### config.mk
export PLATFORM = sky130hd
export DESIGN_NAME = esps_div
export DESIGN_NICKNAME = d
export VERILOG_FILES = /design/src/sv/esps_pkg.sv /design/src/sv/esps_div.sv
export SDC_FILE = /design/constraint.sdc
export NUM_CORES = 1
export LEC_CHECK = 0
export ABC_AREA = 1
export BUFFER_PORTS_ARGS = -buffer_cell sky130_fd_sc_hd__buf_2
export CORE_MARGIN = 2
export CORE_UTILIZATION = 55
export CTS_BUF_LIST = sky130_fd_sc_hd__clkbuf_8
export CTS_CLUSTER_SIZE = 24
export DETAILED_ROUTE_END_ITERATION = 7
export PLACE_DENSITY = 0.77
export SLEW_MARGIN = 20
export SYNTH_ARGS = -nofsm -noshare
export SYNTH_HDL_FRONTEND = slang
export SYNTH_SLANG_ARGS = --single-unit
### constraint.sdc
create_clock -name clk_i -period 7.2 [get_ports clk_i]
set_input_delay 1.08 -clock clk_i [delete_from_list [all_inputs] [get_ports clk_i]]
set_output_delay 1.08 -clock clk_i [all_outputs]
set_load 0.1 [all_outputs]
### src/sv/esps_pkg.sv
// Package for the streaming edge partition scorer: shared widths, constants,
// register indexes, the sequencer state type and the divider status struct.
// No dependencies.
`default_nettype none

package esps_pkg;

  localparam int unsigned DEG_W  = 32;
  localparam int unsigned LOAD_W = 32;
  localparam int unsigned ID_W   = 16;
  localparam int unsigned DIV_W  = 64;
  localparam int unsigned BAL_W  = 48;
  localparam int unsigned REP_W  = 19;
  localparam int unsigned SCORE_W = 57;
  localparam int unsigned CFG_IDX_W = 2;
  localparam int unsigned CFG_DATA_W = 32;

  localparam logic [31:0] SAT32   = 32'hFFFF_FFFF;
  localparam logic [63:0] BAL_MAX = 64'h0000_FFFF_FFFF_FFFF;

  localparam logic [CFG_IDX_W-1:0] CFG_PARTS_IN_USE    = 2'd0;
  localparam logic [CFG_IDX_W-1:0] CFG_LOAD_LIMIT      = 2'd1;
  localparam logic [CFG_IDX_W-1:0] CFG_BALANCE_WEIGHT  = 2'd2;
  localparam logic [CFG_IDX_W-1:0] CFG_BALANCE_EPSILON = 2'd3;

  typedef enum logic [4:0] {
    ST_CLEAR,
    ST_IDLE,
    ST_MODU,
    ST_MODU_W,
    ST_MODV,
    ST_MODV_W,
    ST_RDU,
    ST_UPDU,
    ST_RDV,
    ST_UPDV,
    ST_DIVU,
    ST_DIVU_W,
    ST_DIVV,
    ST_DIVV_W,
    ST_PCHK,
    ST_PDIV_W,
    ST_MUL_LO,
    ST_MUL_HI,
    ST_CMP,
    ST_LOAD,
    ST_WRU,
    ST_WRV,
    ST_SCAN,
    ST_DONE
  } state_e;

  typedef struct packed {
    logic busy;
    logic done;
  } div_stat_t;

endpackage

`default_nettype wire

### src/sv/esps_div.sv
// Restoring radix-2 divider, one quotient bit per cycle, shared by all
// divisions of the scorer. Depends on esps_pkg.
`default_nettype none

module esps_div (
  input  wire logic                         clk_i,
  input  wire logic                         rst_ni,
  input  wire logic                         start_i,
  input  wire logic [esps_pkg::DIV_W-1:0]   num_i,
  input  wire logic [esps_pkg::DIV_W-1:0]   den_i,
  output      logic [esps_pkg::DIV_W-1:0]   quot_o,
  output      esps_pkg::div_stat_t          stat_o
);

  localparam int unsigned W  = esps_pkg::DIV_W;
  localparam int unsigned CW = $clog2(W + 1);

  logic          busy_q, done_q;
  logic [CW-1:0] cnt_q;
  logic [W-1:0]  num_q, den_q;
  logic [W:0]    rem_q;
  logic [W:0]    rem_sh;
  logic          ge;

  assign rem_sh = {rem_q[W-1:0], num_q[W-1]};
  assign ge     = rem_sh >= {1'b0, den_q};

  always_ff @(posedge clk_i or negedge rst_ni) begin
    if (!rst_ni) begin
      busy_q <= 1'b0;
      done_q <= 1'b0;
      cnt_q  <= '0;
    end else begin
      done_q <= 1'b0;
      if (start_i && !busy_q) begin
        busy_q <= 1'b1;
        cnt_q  <= CW'(W);
      end else if (busy_q) begin
        cnt_q <= cnt_q - CW'(1);
        if (cnt_q == CW'(1)) begin
          busy_q <= 1'b0;
          done_q <= 1'b1;
        end
      end
    end
  end

  always_ff @(posedge clk_i) begin
    if (start_i && !busy_q) begin
      num_q <= num_i;
      den_q <= den_i;
      rem_q <= '0;
    end else if (busy_q) begin
      num_q <= {num_q[W-2:0], ge};
      rem_q <= ge ? (rem_sh - {1'b0, den_q}) : rem_sh;
    end
  end

  assign quot_o      = num_q;
  assign stat_o.busy = busy_q;
  assign stat_o.done = done_q;

endmodule

`default_nettype wire

==> results of run 1 <==
kinds of logic (layout without fill, tap and decap cells):
| group | Yosys count | after routing | share of synthesized area |
|---|---|---|---|
| AO/OA/AOI/OAI | 99 | 99 | 0.0351 |
| XOR/XNOR | 31 | 31 | 0.0190 |
| adder cells (fa/ha/maj) | 67 | 67 | 0.0593 |
| buffers and inverters | 491 | 710 | 0.135 |
| flip-flops | 201 | 201 | 0.375 |
| other | 0 | 2 | 0 |
| AND/OR/NAND/NOR | 1308 | 1308 | 0.376 |
registers in the layout, summed over array words and instances (netlist names):
register  flops
rem_q        64
cnt_q         7
done_q        1
quot_o       64
busy_q        1
den_q        64
through the flow:
step | instance area [um^2] | setup WS [ns] | hold slack (ns) | total power, uW | instances
floorplan | 14300 | 3.55 | 0.443 | 6190 | 2197
global placement | 15500 | 3.61 | 0.456 | 7300 | 2680
detailed placement | 15500 | 3.57 | 0.461 | 7370 | 2680
CTS | 16100 | 3.54 | 0.351 | 8430 | 2746
global route | 16100 | 3.29 | 0.366 | 9100 | 2747
finish | 16100 | 3.49 | 0.367 | 8480 | 2748
worst max path at each step:
| stage | endpoint | depth (start not counted) |
|---|---|---|
| floorplan | den_q[0] | 3 |
| global placement | rem_q[47] | 11 |
| detailed placement | rem_q[47] | 11 |
| CTS | rem_q[47] | 11 |
| global route | rem_q[47] | 16 |
| finish | rem_q[47] | 15 |
where the power goes:
group	internal (uW)	switching, uW
clock	525	513
sequential	1750	285
combinational	1410	3990
total	3680	4790
placed cells by master (no fill, tap or decap), types with 28 or more instances in the layout:
cell	Yosys	final
a21oi_1	44	44
buf_2	4	196
clkbuf_8	0	37
dfxtp_1	64	64
edfxtp_1	128	128
ha_1	66	66
inv_1	437	454
nand2_1	945	945
nand3_1	152	152
nand3b_1	28	28
nor2_1	128	126
o21ai_1	39	39
final cells by class:
class,instances,area (um^2)
clock inverter,29,166
inverter,442,1660
clock buffer,37,509
timing repair buffer,202,1030
fill,2424,9190
tap,330,413
multi-input combinational,1505,7000
sequential,201,5350
antenna,2,5.00
metal layers:
layer / track usage / wire [um]
met5: 0 / 0
met2: 0.522 / 19400
met1: 0.456 / 19900
met3: 0.0665 / 3940
met4: 0.0905 / 1040
==> impl_metrics.yaml, run 1 <==
yosys:
  synth_top_area_frac: 0.269
  yosys-top-cells-count: "nand2_1 (945), inv_1 (437), nand3_1 (152), edfxtp_1 (128), nor2_1 (128)"
  syn_area_um2: 14300
  synth_ff_type: "edfxtp_1"
  ys_seq_area_frac: 0.375
  yosys.area.top_type: "edfxtp_1"
  synth_edf_count: 128
  ys_seq_elements: 201
  syn_nets: 2395
  syn_inst: 2197
  synth.most_common_cell: "nand2_1"
  synth_cell_type_count: 38
  yosysWarnings: 0
  synthArstFlopShare: 0.0448
  syn_area_per_cell_um2: 6.49
  synth.top_cells.by_area: "edfxtp_1 (27%), nand2_1 (25%), inv_1 (12%), dfxtp_1 (9.0%), ha_1 (5.8%)"
clock_network:
  cts_resized: 0
  post-cts-setup-buffers: 0
  cts_tree: "built"
  clk_pin_slew_worst_paths_ns: 0.07
  cts_root_buffer: "clkbuf_8"
  clockBufferDepth: 3
  cts_buffers: 36
  clock-sinks: 201
  htree_levels: 2
  hold_buffers: 0
  clk_latency_ns: 0.57
setup_path:
  slowest_delay_ns: 0.78
  crit_arrival_ns: 4.15
  crit_slowest_cell: "nand2_4"
  cpLargestDelayFamily: "simple AND/OR/NAND/NOR gates"
  reg2reg_slack_ns: 3.49
  crit_type: "reg2reg"
  r2r-end: "rem_q[47]"
  start_kind: "flop"
  r2r_cells: 15
  critical_path_buf_inv_count: 1
  critPathRequiredTime_ns: 7.64
  crit_chain: "ha_1 > nand2_1 > nor2_1 > nand2_1 > nor2_1 > nand3_1 > nor2_1 > nor2_1 > nand2_2 > nor2_4 > buf_4 > nand2_4 > nand3_1 > nand3_1 > nand2_1"
  endpoint_kind: "flop"
  worstReg2RegStart: "rem_q[57]"
  crit_start: "rem_q[57]"
  cp_max_fo: 81
  path_common_cell: "nor2_1"
placement:
  dp_hpwl_um: 34000
  place_congestion: 1.03
  io_buffers: 196
finish:
  syn_to_final_growth_pct: 13.1
  nNetsFinal: 2586
  drive_above_1_share: 0.117
  post-route-util: 0.637
sta:
  max_freq_ghz: 0.269
  finalCritPeriodShare: 0.515
  setup_viol: 0
  drv_slew: 0
  slew_headroom: 0.263
  hold_viol: 0
  rsz0062_at_grt: "no"
  period_minus_slack_ns: 3.71
  tightest_slew_ns: 1.11
  clock_skew_ns: 0.0328
  setup_tns_ns: 0
global_route:
  antenna_found_initial: 1
  grt_pass1_wl_um: 68400
  grt_overflow: 0
  grt_max_degree: 90
  grt_use_total: 0.329
  grt_pass1_vias: 13066
detailed_routing:
  drt_iter0_drc: 1232
  routed_wl_um: 44300
  wl_per_cell_um: 16.1
  final_antenna_net_count: 0
  drc: 0
  vias: 13929
  dr.pass1.iters: 5
  drt-vias-per-instance: 5.07
die:
  num_rows: 58
  initial_core_util: 0.563
  num_io_pins: 197
  die_h_um: 165
  core_area_um2: 25300
  die_w_um: 165
  dieArea_um2: 27200
min_path:
  hp-class: "in2async"
status:
  status: "complete, no violations"
pwr:
  p_per_area_nw_per_um2: 525
  vdd_drop_max_mv: 0.555
  leakagePower_uw: 0.00924
flow_run:
  max_cap_viol_count: 0
No activity file was read; power rests on OpenSTA's default activity.
==> inputs of run 2 (changes only) <==
==> constraint.sdc (replaced) <==
create_clock -name clk_i -period 3.9 [get_ports clk_i]
set_input_delay 0.585 -clock clk_i [delete_from_list [all_inputs] [get_ports clk_i]]
set_output_delay 0.585 -clock clk_i [all_outputs]
set_load 0.1 [all_outputs]
==> run 2 against run 1 <==
Count of clock-buffer cells in the layout grew 4. Clock skew is essentially flat. Combinational power grew 85%. Wire length shrank 1.5%. Utilization grew 0.24 points. Via count is essentially flat. Register-to-register slack lost 2.7 ns. Sequential power grew 84%. First-iteration DRC count shrank 11%. Largest cell class unchanged.
==> impl_metrics.yaml, run 2 (synthesized netlist as in run 1, its figures left out) <==
detailed_routing:
  routed_wl_um: 43600
  wl_per_cell_um: 15.8
  vias: 13930
  drt-vias-per-instance: 5.06
  dr.pass1.iters: 7
  drc: 0
  drt_iter0_drc: 1101
  final_antenna_net_count: 0
min_path:
  hp-class: "in2reg"
setup_path:
  crit_arrival_ns: 3.58
  slowest_delay_ns: 0.39
  start_kind: "flop"
  endpoint_kind: "flop"
  reg2reg_slack_ns: 0.75
  crit_type: "reg2reg"
  crit_slowest_cell: "ha_1"
  path_common_cell: "nand2_1"
  cp_max_fo: 39
  crit_chain: "inv_1 > ha_1 > nand2_1 > nor2_1 > nand2_1 > nor2_2 > nand2_1 > nor2_1 > nor2_1 > nand2_2 > nor2_4 > buf_4 > nand2_4 > buf_4 > nand2_1 > nand3_1 > o21ai_1"
  critPathRequiredTime_ns: 4.33
sta:
  clock_skew_ns: 0.0329
  max_freq_ghz: 0.317
  slew_headroom: 0.421
  setup_viol: 0
  tightest_slew_ns: 0.869
  drv_slew: 0
  holdWs_ns: 0.194
  period_minus_slack_ns: 3.15
  hold_viol: 0
  finalCritPeriodShare: 0.808
  setup_tns_ns: 0
  rsz0062_at_grt: "no"
flow_run:
  max_cap_viol_count: 0
placement:
  placed_cell_area_um2: 15500
  dp_hpwl_um: 34500
  io_buffers: 196
  place_congestion: 1.02
  dp.cells: 2688
status:
  status: "complete, no violations"
pwr:
  power_frac_clock: 0.121
  combinationalPowerShare: 0.639
  switching_share: 0.562
  p_per_area_nw_per_um2: 963
  p_int_uw: 6830
  leakagePower_uw: 0.00927
  p_switching_uw: 8770
  seq_power_share: 0.240
  vdd_drop_max_mv: 0.920
clock_network:
  clk_pin_slew_worst_paths_ns: 0.07
  cts_buffers: 35
  clock-sinks: 201
  cts_root_buffer: "clkbuf_8"
  post-cts-setup-buffers: 0
  clockBufferDepth: 3
  htree_levels: 2
  clk_latency_ns: 0.56
  cts_tree: "built"
global_route:
  grt_pass1_wl_um: 68000
  grt_pass1_vias: 13212
  antenna_found_initial: 0
  grt_use_total: 0.324
  grt_max_degree: 71
  grt_overflow: 0
die:
  num_io_pins: 197
  initial_core_util: 0.563
  num_rows: 58
  die_h_um: 165
  dieArea_um2: 27200
  core_area_um2: 25300
  die_w_um: 165
finish:
  most-common-layout-cells: "nand2_1 (945), inv_1 (450), buf_2 (196)"
  antennaDiodeCount: 0
  fin_cells: 2753
  post-route-util: 0.639
  design_area_um2: 16200
  fill_cells: 2396
  drive_above_1_share: 0.120
  syn_to_final_growth_pct: 13.5
  layout_commonest_cell: "nand2_1"
  nNetsFinal: 2594
run 2: per-stage QoR:
step,power [uW],setup WS (ns)
2_1_floorplan,11400,0.741
3_3_place_gp,13400,0.926
3_5_place_dp,13600,0.843
4_1_cts,15500,0.854
5_1_grt,16800,0.581
6_report,15600,0.748
run 2: what timing repair did:
| action | in CTS | in global routing |
|---|---|---|
| hold buffers | 1 | 0 |
| hold endpoints to repair | 9 | 0 |
| resized for setup | 0 | 0 |
run 2: critical path, delay by kind of cell (launching register included):
family	cells	cell delay, ns
buffers and inverters	3	0.65
adder cells (fa/ha/maj)	1	0.39
AND/OR/NAND/NOR	12	1.57
flip-flops	1	0.33
AO/OA/AOI/OAI	1	0.07
run 2: layout make-up:
type,instances,area (um^2),share of cell area
repair buffers,211,1100,0.0677
multi-input cells,1505,7000,0.432
clock buffers,41,564,0.0348
well taps,330,413,0.0255
inverters,442,1660,0.103
clock inverters,23,109,0.00672
flip-flops and latches,201,5350,0.330
run 2: power groups by stage:
stage	Combinational [uW]	Sequential (uW)	Clock [uW]
after floorplan	5300	6140	0
after global placement	9670	3740	0
after detailed placement	9840	3740	0
after CTS	9880	3740	1920
after global routing	10900	3830	2020
final	9970	3750	1890
run 2: worst paths after layout:
check / from / to / cells after the start
max in group asynchronous: rst_ni / busy_q / 2
min in group asynchronous: rst_ni / done_q / 2
min reg2reg: rem_q[13] / rem_q[13] / 2
max: den_q[44] / rem_q[5] / 17
max reg2reg: den_q[44] / rem_q[5] / 17
min: den_i[55] / den_q[55] / 1
run 2: routing by layer:
metal	track usage	up-vias	wire [um]	part of all wire
met5	0	-	0	0
met3	0.0540	83	3760	0.086
li1	-	7091	-	-
met1	0.446	6223	19600	0.45
met2	0.520	533	18900	0.43
met4	0.102	0	1300	0.030
